## config.mk

```make
export PLATFORM = sky130hd
export DESIGN_NAME = touch_calibrate_and_stabilize
export DESIGN_NICKNAME = d
export VERILOG_FILES = /design/src/sv/tcs_pkg.sv /design/src/sv/tcs_ctrl.sv /design/src/sv/tcs_datapath.sv /design/src/sv/touch_calibrate_and_stabilize.sv
export SDC_FILE = /design/constraint.sdc
export NUM_CORES = 1
export LEC_CHECK = 0
export ABC_AREA = 1
export BUFFER_PORTS_ARGS = -buffer_cell sky130_fd_sc_hd__buf_2
export CAP_MARGIN = 20
export CORE_AREA = 10 10 198 200
export CTS_BUF_LIST = sky130_fd_sc_hd__clkbuf_4 sky130_fd_sc_hd__clkbuf_8
export DETAILED_ROUTE_END_ITERATION = 8
export DIE_AREA = 0 0 208 210
export PLACE_DENSITY = 0.68
export SYNTH_ARGS = -nofsm -noshare
export SYNTH_HDL_FRONTEND = slang
export SYNTH_HIERARCHICAL = 1
export SYNTH_SLANG_ARGS = --single-unit
```

## constraint.sdc

```tcl
create_clock -name clk_i -period 7.9 [get_ports clk_i]
set_input_delay 1.975 -clock clk_i [delete_from_list [all_inputs] [get_ports clk_i]]
set_output_delay 1.975 -clock clk_i [all_outputs]
set_load 0.03 [all_outputs]
```

## src/sv/tcs_pkg.sv

```systemverilog
// ----------------------------------------------------------------------------
// tcs_pkg
// Shared types and constants of the touch calibrate and stabilize block.
// ----------------------------------------------------------------------------
package tcs_pkg;

  // default geometry of the screen and the raw converter
  localparam int DEF_SCREEN_WIDTH  = 320;
  localparam int DEF_SCREEN_HEIGHT = 240;
  localparam int DEF_RAW_BITS      = 12;
  localparam int DEF_DIV_STEPS     = 9;

  // stability counter and tolerance
  localparam int COUNT_W = 8;
  localparam logic [COUNT_W-1:0] COUNT_MAX = 8'd255;
  localparam int TOL_W = 8;

  // register file
  localparam int CFG_IDX_W = 3;
  localparam logic [CFG_IDX_W-1:0] REG_X_LEFT   = 3'd0;
  localparam logic [CFG_IDX_W-1:0] REG_X_RIGHT  = 3'd1;
  localparam logic [CFG_IDX_W-1:0] REG_Y_TOP    = 3'd2;
  localparam logic [CFG_IDX_W-1:0] REG_Y_BOTTOM = 3'd3;
  localparam logic [CFG_IDX_W-1:0] REG_TOL      = 3'd4;
  localparam logic [CFG_IDX_W-1:0] REG_NEEDED   = 3'd5;

  // register reset values
  localparam int RST_X_LEFT   = 3857;
  localparam int RST_X_RIGHT  = 239;
  localparam int RST_Y_TOP    = 213;
  localparam int RST_Y_BOTTOM = 3693;
  localparam logic [TOL_W-1:0]   RST_TOL    = 8'd8;
  localparam logic [COUNT_W-1:0] RST_NEEDED = 8'd0;

  // commands from the controller to the datapath
  typedef struct packed {
    logic capture;  // latch the accepted word
    logic axis;     // 0 column, 1 row
    logic mul;      // offset and scale the selected axis
    logic pre;      // overflow check and divider load
    logic step;     // one quotient bit
    logic fin;      // clamp and store the axis result
    logic upd;      // stability update and result load
  } tcs_cmd_t;

endpackage

```

## src/sv/tcs_ctrl.sv

```systemverilog
// ----------------------------------------------------------------------------
// tcs_ctrl
// Sequencer: walks each touched sample through scale, divide and clamp, and every sample through the stability update.
// ----------------------------------------------------------------------------
module tcs_ctrl #(
  parameter int DIV_STEPS = tcs_pkg::DEF_DIV_STEPS
) (
  input  logic              clk_i,
  input  logic              rst_ni,
  input  logic              in_valid_i,
  input  logic              in_touched_i,
  output logic              in_ready_o,
  input  logic              out_ready_i,
  output logic              out_valid_o,
  output tcs_pkg::tcs_cmd_t cmd_o
);
  import tcs_pkg::*;

  localparam int CNT_W = $clog2(DIV_STEPS + 1);
  localparam logic [CNT_W-1:0] LAST_STEP = CNT_W'(DIV_STEPS - 1);

  localparam logic [2:0] S_IDLE = 3'd0;
  localparam logic [2:0] S_MUL  = 3'd1;
  localparam logic [2:0] S_PRE  = 3'd2;
  localparam logic [2:0] S_DIV  = 3'd3;
  localparam logic [2:0] S_FIN  = 3'd4;
  localparam logic [2:0] S_UPD  = 3'd5;

  logic [2:0]       state_q, state_d;
  logic             axis_q, axis_d;
  logic [CNT_W-1:0] cnt_q, cnt_d;
  logic             out_valid_q, out_valid_d;

  // next state and commands
  always_comb begin
    state_d     = state_q;
    axis_d      = axis_q;
    cnt_d       = cnt_q;
    in_ready_o  = 1'b0;
    cmd_o       = '0;
    cmd_o.axis  = axis_q;
    unique case (state_q)
      S_IDLE: begin
        in_ready_o = 1'b1;
        if (in_valid_i) begin
          cmd_o.capture = 1'b1;
          axis_d        = 1'b0;
          state_d       = in_touched_i ? S_MUL : S_UPD;
        end
      end
      S_MUL: begin
        cmd_o.mul = 1'b1;
        state_d   = S_PRE;
      end
      S_PRE: begin
        cmd_o.pre = 1'b1;
        cnt_d     = '0;
        state_d   = S_DIV;
      end
      S_DIV: begin
        cmd_o.step = 1'b1;
        if (cnt_q == LAST_STEP) begin
          state_d = S_FIN;
        end else begin
          cnt_d = cnt_q + CNT_W'(1);
        end
      end
      S_FIN: begin
        cmd_o.fin = 1'b1;
        if (!axis_q) begin
          axis_d  = 1'b1;
          state_d = S_MUL;
        end else begin
          state_d = S_UPD;
        end
      end
      S_UPD: begin
        // wait for the output register to be free
        if (!out_valid_q || out_ready_i) begin
          cmd_o.upd = 1'b1;
          state_d   = S_IDLE;
        end
      end
      default: begin
        state_d = S_IDLE;
      end
    endcase
  end

  // output word valid flag
  always_comb begin
    out_valid_d = out_valid_q;
    if (cmd_o.upd) begin
      out_valid_d = 1'b1;
    end else if (out_ready_i) begin
      out_valid_d = 1'b0;
    end
  end

  always_ff @(posedge clk_i or negedge rst_ni) begin
    if (!rst_ni) begin
      state_q     <= S_IDLE;
      axis_q      <= 1'b0;
      cnt_q       <= '0;
      out_valid_q <= 1'b0;
    end else begin
      state_q     <= state_d;
      axis_q      <= axis_d;
      cnt_q       <= cnt_d;
      out_valid_q <= out_valid_d;
    end
  end

  assign out_valid_o = out_valid_q;

endmodule

```

## src/sv/tcs_datapath.sv

```systemverilog
// ----------------------------------------------------------------------------
// tcs_datapath
// Calibration registers, shared scale and restoring divide unit, stability
// filter and output register.
// ----------------------------------------------------------------------------
module tcs_datapath #(
  parameter int SCREEN_WIDTH  = tcs_pkg::DEF_SCREEN_WIDTH,
  parameter int SCREEN_HEIGHT = tcs_pkg::DEF_SCREEN_HEIGHT,
  parameter int RAW_BITS      = tcs_pkg::DEF_RAW_BITS
) (
  input  logic                                  clk_i,
  input  logic                                  rst_ni,
  input  logic                                  cfg_we_i,
  input  logic [tcs_pkg::CFG_IDX_W-1:0]         cfg_idx_i,
  input  logic [RAW_BITS-1:0]                   cfg_data_i,
  input  logic                                  touched_i,
  input  logic [RAW_BITS-1:0]                   raw_x_i,
  input  logic [RAW_BITS-1:0]                   raw_y_i,
  input  tcs_pkg::tcs_cmd_t                     cmd_i,
  output logic                                  pressed_o,
  output logic [$clog2(SCREEN_WIDTH)-1:0]       point_x_o,
  output logic [$clog2(SCREEN_HEIGHT)-1:0]      point_y_o
);
  import tcs_pkg::*;

  localparam int PX_W = $clog2(SCREEN_WIDTH);
  localparam int PY_W = $clog2(SCREEN_HEIGHT);
  localparam int QW   = (PX_W > PY_W) ? PX_W : PY_W;
  localparam int DW   = RAW_BITS + QW;
  localparam int SW   = RAW_BITS + 1;
  localparam int CWX  = (PX_W > TOL_W) ? PX_W : TOL_W;
  localparam int CWY  = (PY_W > TOL_W) ? PY_W : TOL_W;
  localparam logic [QW-1:0] X_MAX = QW'(SCREEN_WIDTH - 1);
  localparam logic [QW-1:0] Y_MAX = QW'(SCREEN_HEIGHT - 1);

  // calibration registers
  logic [RAW_BITS-1:0] x_left_q, x_right_q, y_top_q, y_bot_q;
  logic [TOL_W-1:0]    tol_q;
  logic [COUNT_W-1:0]  need_q;

  always_ff @(posedge clk_i or negedge rst_ni) begin
    if (!rst_ni) begin
      x_left_q  <= RAW_BITS'(RST_X_LEFT);
      x_right_q <= RAW_BITS'(RST_X_RIGHT);
      y_top_q   <= RAW_BITS'(RST_Y_TOP);
      y_bot_q   <= RAW_BITS'(RST_Y_BOTTOM);
      tol_q     <= RST_TOL;
      need_q    <= RST_NEEDED;
    end else if (cfg_we_i) begin
      unique case (cfg_idx_i)
        REG_X_LEFT:   x_left_q  <= cfg_data_i;
        REG_X_RIGHT:  x_right_q <= cfg_data_i;
        REG_Y_TOP:    y_top_q   <= cfg_data_i;
        REG_Y_BOTTOM: y_bot_q   <= cfg_data_i;
        REG_TOL:      tol_q     <= cfg_data_i[TOL_W-1:0];
        REG_NEEDED:   need_q    <= cfg_data_i[COUNT_W-1:0];
        default: begin
        end
      endcase
    end
  end

  // accepted sample
  logic                touched_q;
  logic [RAW_BITS-1:0] rx_q, ry_q;

  always_ff @(posedge clk_i) begin
    if (cmd_i.capture) begin
      touched_q <= touched_i;
      rx_q      <= raw_x_i;
      ry_q      <= raw_y_i;
    end
  end

  // offset, sign handling and scale of the selected axis
  logic [RAW_BITS-1:0] raw_sel, at_zero, at_end, abs_num, abs_span;
  logic [SW-1:0]       num, span, num_neg_v, span_neg_v;
  logic [QW-1:0]       axis_max;
  logic [DW-1:0]       prod;
  logic                kill;

  always_comb begin
    raw_sel    = cmd_i.axis ? ry_q    : rx_q;
    at_zero    = cmd_i.axis ? y_top_q : x_left_q;
    at_end     = cmd_i.axis ? y_bot_q : x_right_q;
    axis_max   = cmd_i.axis ? Y_MAX   : X_MAX;
    num        = {1'b0, raw_sel} - {1'b0, at_zero};
    span       = {1'b0, at_end}  - {1'b0, at_zero};
    num_neg_v  = -num;
    span_neg_v = -span;
    abs_num    = num[SW-1]  ? num_neg_v[RAW_BITS-1:0]  : num[RAW_BITS-1:0];
    abs_span   = span[SW-1] ? span_neg_v[RAW_BITS-1:0] : span[RAW_BITS-1:0];
    prod       = DW'(abs_num) * DW'(axis_max);
    // a zero or negative quotient clamps to zero, as does an empty span
    kill       = (num == '0) || (span == '0) || (num[SW-1] ^ span[SW-1]);
  end

  // restoring divider
  logic [DW-1:0]       rem_q, dv_q;
  logic [RAW_BITS-1:0] span_q;
  logic [QW-1:0]       quo_q;
  logic                kill_q, ovf_q;
  logic                rem_ge;

  assign rem_ge = rem_q >= dv_q;

  always_ff @(posedge clk_i) begin
    if (cmd_i.mul) begin
      rem_q  <= prod;
      span_q <= abs_span;
      kill_q <= kill;
    end else if (cmd_i.pre) begin
      ovf_q <= rem_q >= (DW'(span_q) << QW);
      dv_q  <= DW'(span_q) << (QW - 1);
      quo_q <= '0;
    end else if (cmd_i.step) begin
      if (rem_ge) begin
        rem_q <= rem_q - dv_q;
      end
      quo_q <= (quo_q << 1) | QW'(rem_ge);
      dv_q  <= dv_q >> 1;
    end
  end

  // clamp to the screen and store the axis result
  logic [QW-1:0]   axis_res;
  logic [PX_W-1:0] cx_q;
  logic [PY_W-1:0] cy_q;

  always_comb begin
    priority if (kill_q) begin
      axis_res = '0;
    end else if (ovf_q || quo_q > axis_max) begin
      axis_res = axis_max;
    end else begin
      axis_res = quo_q;
    end
  end

  always_ff @(posedge clk_i) begin
    if (cmd_i.fin) begin
      if (cmd_i.axis) begin
        cy_q <= axis_res[PY_W-1:0];
      end else begin
        cx_q <= axis_res[PX_W-1:0];
      end
    end
  end

  // stability filter
  logic [PX_W-1:0]    prev_x_q, held_x_q, dx;
  logic [PY_W-1:0]    prev_y_q, held_y_q, dy;
  logic [COUNT_W-1:0] count_q, count_inc, count_d;
  logic               stable, press;

  always_comb begin
    dx        = (cx_q >= prev_x_q) ? cx_q - prev_x_q : prev_x_q - cx_q;
    dy        = (cy_q >= prev_y_q) ? cy_q - prev_y_q : prev_y_q - cy_q;
    stable    = (CWX'(dx) < CWX'(tol_q)) && (CWY'(dy) < CWY'(tol_q));
    count_inc = (count_q == COUNT_MAX) ? count_q : count_q + COUNT_W'(1);
    count_d   = stable ? count_inc : '0;
    press     = touched_q && (count_d >= need_q);
  end

  always_ff @(posedge clk_i or negedge rst_ni) begin
    if (!rst_ni) begin
      prev_x_q <= '0;
      prev_y_q <= '0;
      held_x_q <= '0;
      held_y_q <= '0;
      count_q  <= '0;
    end else if (cmd_i.upd && touched_q) begin
      prev_x_q <= cx_q;
      prev_y_q <= cy_q;
      count_q  <= count_d;
      if (press) begin
        held_x_q <= cx_q;
        held_y_q <= cy_q;
      end
    end
  end

  // output word register
  logic            o_pressed_q;
  logic [PX_W-1:0] o_x_q;
  logic [PY_W-1:0] o_y_q;

  always_ff @(posedge clk_i) begin
    if (cmd_i.upd) begin
      o_pressed_q <= press;
      o_x_q       <= press ? cx_q : held_x_q;
      o_y_q       <= press ? cy_q : held_y_q;
    end
  end

  assign pressed_o = o_pressed_q;
  assign point_x_o = o_x_q;
  assign point_y_o = o_y_q;

endmodule

```

## src/sv/touch_calibrate_and_stabilize.sv

```systemverilog
// ----------------------------------------------------------------------------
// touch_calibrate_and_stabilize
// Two-point linear touch calibration with a stability filter.
// ----------------------------------------------------------------------------
// Input words arrive on s_axis: tuser is the touched flag, tdata the raw X
// and Y readings. Each sample gives exactly one output word on m_axis:
// tuser is pressed, tdata the last stable screen column and row.
// The calibration points, move tolerance and stable count must be written on
// the cfg port while the block is idle; the block does not enforce this.
// A touched sample is scaled and divided one axis after the other through a
// shared restoring divider, one quotient bit a cycle: per axis a scale step,
// an overflow check, the divide steps and a clamp, then a stability update
// loads the output word. An untouched sample only runs the stability update.
// One sample is in work at a time; the next is taken the cycle after the
// output word is loaded, also while that word still waits.
// When the receiver stalls, a finished result waits in the stability update
// step until the output register frees. Reset restores the default
// calibration and clears the filter state and the output valid.
// ----------------------------------------------------------------------------
module touch_calibrate_and_stabilize #(
  parameter int SCREEN_WIDTH  = tcs_pkg::DEF_SCREEN_WIDTH,
  parameter int SCREEN_HEIGHT = tcs_pkg::DEF_SCREEN_HEIGHT,
  parameter int RAW_BITS      = tcs_pkg::DEF_RAW_BITS
) (
  input  logic                                clk_i,
  input  logic                                rst_ni,
  // configuration write port
  input  logic                                cfg_we_i,
  input  logic [tcs_pkg::CFG_IDX_W-1:0]       cfg_idx_i,
  input  logic [RAW_BITS-1:0]                 cfg_data_i,
  // sample stream
  input  logic                                s_axis_tvalid,
  output logic                                s_axis_tready,
  input  logic [((2*RAW_BITS+7)/8)*8-1:0]     s_axis_tdata,  // raw_x, raw_y
  input  logic                                s_axis_tuser,  // touched
  // result stream
  output logic                                m_axis_tvalid,
  input  logic                                m_axis_tready,
  output logic [(($clog2(SCREEN_WIDTH)+$clog2(SCREEN_HEIGHT)+7)/8)*8-1:0]
                                              m_axis_tdata,  // point_x, point_y
  output logic                                m_axis_tuser   // pressed
);
  import tcs_pkg::*;

  localparam int PX_W   = $clog2(SCREEN_WIDTH);
  localparam int PY_W   = $clog2(SCREEN_HEIGHT);
  localparam int QW     = (PX_W > PY_W) ? PX_W : PY_W;
  localparam int OUT_TW = ((PX_W + PY_W + 7) / 8) * 8;

  tcs_cmd_t        cmd;
  logic            pressed;
  logic [PX_W-1:0] point_x;
  logic [PY_W-1:0] point_y;

  // sequencer
  tcs_ctrl #(
    .DIV_STEPS(QW)
  ) u_ctrl (
    .clk_i       (clk_i),
    .rst_ni      (rst_ni),
    .in_valid_i  (s_axis_tvalid),
    .in_touched_i(s_axis_tuser),
    .in_ready_o  (s_axis_tready),
    .out_ready_i (m_axis_tready),
    .out_valid_o (m_axis_tvalid),
    .cmd_o       (cmd)
  );

  // arithmetic and state
  tcs_datapath #(
    .SCREEN_WIDTH (SCREEN_WIDTH),
    .SCREEN_HEIGHT(SCREEN_HEIGHT),
    .RAW_BITS     (RAW_BITS)
  ) u_datapath (
    .clk_i     (clk_i),
    .rst_ni    (rst_ni),
    .cfg_we_i  (cfg_we_i),
    .cfg_idx_i (cfg_idx_i),
    .cfg_data_i(cfg_data_i),
    .touched_i (s_axis_tuser),
    .raw_x_i   (s_axis_tdata[RAW_BITS-1:0]),
    .raw_y_i   (s_axis_tdata[2*RAW_BITS-1:RAW_BITS]),
    .cmd_i     (cmd),
    .pressed_o (pressed),
    .point_x_o (point_x),
    .point_y_o (point_y)
  );

  // output packing
  assign m_axis_tdata = OUT_TW'({point_y, point_x});
  assign m_axis_tuser = pressed;

`ifndef ASSERT_OFF
  // an accepted word blocks further input until its result is loaded
  a_one_in_flight: assert property (@(posedge clk_i) disable iff (!rst_ni)
    s_axis_tvalid && s_axis_tready |=> !s_axis_tready)
    else $error("second word accepted while a sample is in work");

  // a new result only follows a sample in work
  a_result_after_work: assert property (@(posedge clk_i) disable iff (!rst_ni)
    $rose(m_axis_tvalid) |-> $past(!s_axis_tready))
    else $error("result raised without a sample in work");

  // reported point stays on the screen
  a_point_on_screen: assert property (@(posedge clk_i) disable iff (!rst_ni)
    m_axis_tvalid |->
      (m_axis_tdata[PX_W-1:0] <= PX_W'(SCREEN_WIDTH - 1)) &&
      (m_axis_tdata[PX_W+PY_W-1:PX_W] <= PY_W'(SCREEN_HEIGHT - 1)))
    else $error("reported point off the screen");
`endif

endmodule
```

* Word-level counts from Yosys, hierarchy flattened *
Cells that the tools add are included.

cells by class
  add/subtract/negate cells = 11
  multiply operators = 1
  order comparisons = 8
  equality and inequality tests = 17
  muxes and demuxes = 42
  bitwise gates (word level) = 4
  reductions and logical operators = 32

operator list
  operator            count
  $mux 21             4
  $mux 12             5
  $mux 9              5
  $mux 20             2
  $mux 8              5
  $logic_not 13->1    2
  $sub 12x12->13      2
  $neg 12->12         2
  $reduce_and 2->1    12
  $ge 21x20->1        1
  $ge 21x21->1        1
  $mul 12x9->21       1
  $sub 21x20->21      1
  $pmux 3 s6          1
  $sub 9x9->9         2
  $ge 8x8->1          2
  $sub 8x8->8         2
  $mux 3              5
  $eq 3x2->1 const B  4
  $eq 3x3->1 const B  4
  $mux 1              12
  $reduce_bool 2->1   6
  $ge 9x9->1          1
  $gt 9x9->1          1
  other kinds (20)    32

word-level totals
  flip-flop bits (word level) = 239
  output and inout bits = 27
  logic and storage cells = 146

* Logic depth before layout (Yosys ltp) *
  word-level depth = 8
  depth in mapped cells = 44
  gate-level depth less buffers = 41

* By module *
The synthesis kept the hierarchy.

by module, submodules not included
  module                         instances  cells an instance  area an instance (um^2)
  tcs_datapath                   1          2091               17200.2
  tcs_ctrl                       1          77                 571.8
  touch_calibrate_and_stabilize  1          8                  56.3

* Worst setup path before layout *
OpenSTA, ideal clock, no wires.

  path kind = reg2reg
  start point = reg u_ctrl.axis_q
  end point = reg u_datapath.rem_q[15] (data pin)
  setup time = 0.263 ns
  arrival = 7.015 ns
  path slack = 0.622 ns
  stages on the path, launching flop included = 32
  path buffers = 4
  cell sequence = dfrtp_1 buf_4 clkbuf_1 buf_1 clkbuf_1 nand2_1 nand2_1 ha_1 inv_1 fa_1 xor2_1 nor3_1 nand3_1 nor2_1 nand2_1 nand2_1 xor2_1 fa_1 fa_1 inv_1 fa_1 fa_1 inv_1 ha_1 nand2_1 inv_1 a21oi_1 o21ai_0 a21boi_0 o21ai_0 o21ai_0 o21ai_0

between the ends
  longest elaborated chain between the ends = 6

RTL lines
  element                     line                                    RTL
  start: declaration          tcs_ctrl.sv:30                          logic axis_q, axis_d;
  start signal: assignment    tcs_ctrl.sv:108                         axis_q <= axis_d;
  $mux 12 (on tied branches)  tcs_datapath.sv:83, tcs_datapath.sv:84
  $sub 12x12->13              tcs_datapath.sv:87                      num = {1'b0, raw_sel} - {1'b0, at_zero};
  $neg 12->12                 tcs_datapath.sv:89                      num_neg_v = -num;
  $mux 12                     tcs_datapath.sv:91                      abs_num = num[SW-1] ? num_neg_v[RAW_BITS-1:0] : num[RAW_BITS-1:0];
  $mul 12x9->21 (*)           tcs_datapath.sv:93                      prod = DW'(abs_num) * DW'(axis_max);
  $mux 21 (*)                 tcs_datapath.sv:108                     if (cmd_i.mul) begin
  end signal: assignment      tcs_datapath.sv:109                     rem_q <= prod;
  end signal: assignment      tcs_datapath.sv:118                     rem_q <= rem_q - dv_q;
  end: declaration            tcs_datapath.sv:99                      logic [DW-1:0] rem_q, dv_q;

Mark *: on every way between the ends. The rest lies on a longest branch, timed or not.
A chain may end at the register's enable or synchronous reset.

* Worst setup path after layout *
Same ends and word-level chain as after synthesis.

==> results.tsv <==
metric	value	unit
gr-max-usage-layer	met2	
finalHoldViolCount	0	
use_met2	30.34	%
cp.required	8.22	ns
crit-reg2reg-launch	u_ctrl/axis_q	
wire_per_inst	14.94	um
cts_buffers	43	
final_max_slew_viol_count	0	
synthToLayoutAreaGrowth	9.832	%
synth_cells	2176	
grt.total_usage	18.67	%
die_x	208	um
crit_type	register to register	
reg2reg_depth	29	
start_kind	register	
core_area	0.03522	mm2
antennaDiodeCount	0	
rows	69	
cp_max_fo	23	
synth_ff_type	edfxtp_1	
fmax	136.9	MHz
cts-root-buf	clkbuf_8	
portBuffers	64	
grt_pass1_wl	68610	um
ioPinCount	72	
endpoint	u_datapath/rem_q[15]	
netlist-cell-type-count	52	
synth_seq_cells	239	
r2r-end	u_datapath/rem_q[15]	
antenna_found_initial	0	
grt_overflow	0	
synthesis.area	0.01783	mm2
clkLatencyLatePin	0.58	ns
met1_usage	24.85	%
rsz0062_at_grt	no	
cpPeakStageDelay	0.60	ns
outcome	finished, final reports clean	
critPathMostFrequentCell	inv_1	
finClkSkew	0.03069	ns
ff2ff_setup_slack	0.60	ns
place_congestion	0.8878	
final_nets	2524	
fin_tns_setup	0	ns
via_count	14038	
crit_path_end_kind	register	
cts_buffer_depth	3	
synth_edf_count	124	
wl	40900	um
h-tree-depth	2	
dp_hpwl	31770	um
dieArea	0.04368	mm2
synthArstFlopShare	48.12	%
slew-limit-headroom	36.35	%
post-route-util	55.59	%
hold_path_class	register to register	
min_period	7.304	ns
drv_cap	0	
cts_hold_buf	0	
die_y	210	um
cp_slowest_cell	dfrtp_2	
start_util	50.61	%
ys.warnings.count	6	
cts_sinks	239	
gr-usage-met3	3.578	%
viasPerCell	5.127	
tightestPinTransition	0.9525	ns
grt_max_degree	75	
remaining_drc_errors	0	
detail-route-antenna-nets	0	
postCtsSetupBuffers	0	
cts_tree	yes	
crit_arrival	7.62	ns
post_cts_resized	0	
min-delay-start	u_datapath/held_x_q[0]	
clkTransAtPathRegs	0.06	ns
finalSetupViolCount	0	
drtPass1Iterations	5	
crit_start	u_ctrl/axis_q	
ys_seq_area_share	37.22	%
drive_gt1_share	10.72	%
synth.avg_cell_area	8.193	um2
post-route-period-util	92.46	%
drt_iter0_drc	858	
grt_pass1_vias	13889	
==> logic make-up (layout without fill, tap and decap cells) <==
group / Yosys count / after routing / share of synthesized area (%)
other: 1 / 7 / 0.02103
flip-flops: 239 / 239 / 37.22
adder cells (fa/ha/maj): 236 / 236 / 19.22
XOR/XNOR: 53 / 53 / 2.688
AO/OA/AOI/OAI: 359 / 359 / 10.79
buffers and inverters: 440 / 535 / 9.516
AND/OR/NAND/NOR: 833 / 833 / 19.71
multiplexers: 15 / 15 / 0.8421
==> per-layer routing <==
metal,share of wire (%),up-vias
met2,46,282
met5,0,-
met1,47,6535
met3,4.8,62
li1,-,7159
met4,2.4,0
==> state kept, by name, indices dropped and copies added (netlist names), 9 cells and up <==
register,flops
u_datapath/cx_q,9
u_datapath/dv_q,20
u_datapath/ry_q,12
u_datapath/span_q,12
u_datapath/rem_q,21
u_datapath/prev_x_q,9
u_datapath/x_right_q,12
u_datapath/y_top_q,12
u_datapath/y_bot_q,12
u_datapath/held_x_q,9
u_datapath/x_left_q,12
u_datapath/point_x_o,9
u_datapath/rx_q,12
u_datapath/quo_q,9
==> Yosys cell counts, types with 9 or more instances <==
| library cell | n | area [um2] |
|---|---|---|
| a21o_1 | 10 | 75.07 |
| a21oi_1 | 108 | 540.5 |
| buf_4 | 10 | 75.07 |
| clkbuf_1 | 46 | 172.7 |
| dfrtp_1 | 88 | 2202 |
| dfstp_2 | 27 | 709.4 |
| edfxtp_1 | 124 | 3724 |
| fa_1 | 63 | 1261 |
| ha_1 | 173 | 2165 |
| inv_1 | 365 | 1370 |
| inv_2 | 9 | 33.78 |
| mux2i_1 | 15 | 150.1 |
| nand2_1 | 532 | 1997 |
| nand2_2 | 14 | 87.58 |
| nand3_1 | 86 | 430.4 |
| nand3b_1 | 11 | 82.58 |
| nand4_1 | 26 | 162.7 |
| nor2_1 | 122 | 457.9 |
| nor3_1 | 13 | 65.06 |
| o21ai_0 | 202 | 1011 |
| or2_2 | 9 | 56.30 |
| xnor2_1 | 18 | 157.7 |
| xor2_1 | 33 | 289.0 |
==> through the flow <==
step	area [um2]	setup WS, ns	std cells	hold WS, ns
global route	19580	0.05636	2738	0.5040
CTS	19580	0.5295	2738	0.4827
global placement	18620	0.7147	2659	0.4617
detailed placement	18620	0.5140	2659	0.4676
finish	19580	0.5958	2738	0.4804
floorplan	17850	0.6217	2182	0.4491
==> worst max-delay path, delay by kind of cell (launching register included) <==
| family | cells | cell delay, ns |
|---|---|---|
| xor gates and xnor gates | 2 | 0.52 |
| and+or+nand+nor | 5 | 0.80 |
| buffers and inverters | 9 | 1.03 |
| AOI/OAI and AO/OA | 7 | 1.14 |
| DFF | 1 | 0.60 |
| adders and majority gates | 6 | 2.93 |
==> layout make-up <==
class,count,area (um2)
clock buffers,70,838.3
clock inverters,9,120.1
fillers,3223,15640
inverters,375,1408
multi-input cells,1503,9539
flip-flops and latches,239,6636
well taps,461,576.8
repair buffers,81,462.9
==> worst min-delay path by stage <==
stage / to / cells after the start / slack, ns
final: u_datapath/held_x_q[0] / 2 / 0.48
after global routing: u_datapath/tol_q[1] / 2 / 0.50
after CTS: u_datapath/held_x_q[8] / 2 / 0.48
after detailed placement: u_datapath/held_x_q[8] / 2 / 0.47
after global placement: u_datapath/held_y_q[1] / 2 / 0.46
after floorplan: u_datapath/count_q[7] / 2 / 0.45
==> cells in the final DEF (no fill, tap or decap), types with 26 or more instances in the layout <==
cell / n
o21ai_0: 200
xor2_1: 33
fa_1: 63
edfxtp_1: 124
dfrtp_1: 87
a21oi_1: 107
inv_1: 365
clkbuf_8: 50
buf_2: 63
ha_1: 173
nand2_1: 532
nor2_1: 119
nand3_1: 86
dfstp_2: 27
nand4_1: 26
Power is not shown: default switching activity piles up to over one toggle a cycle in this logic, so the estimate is an artifact.
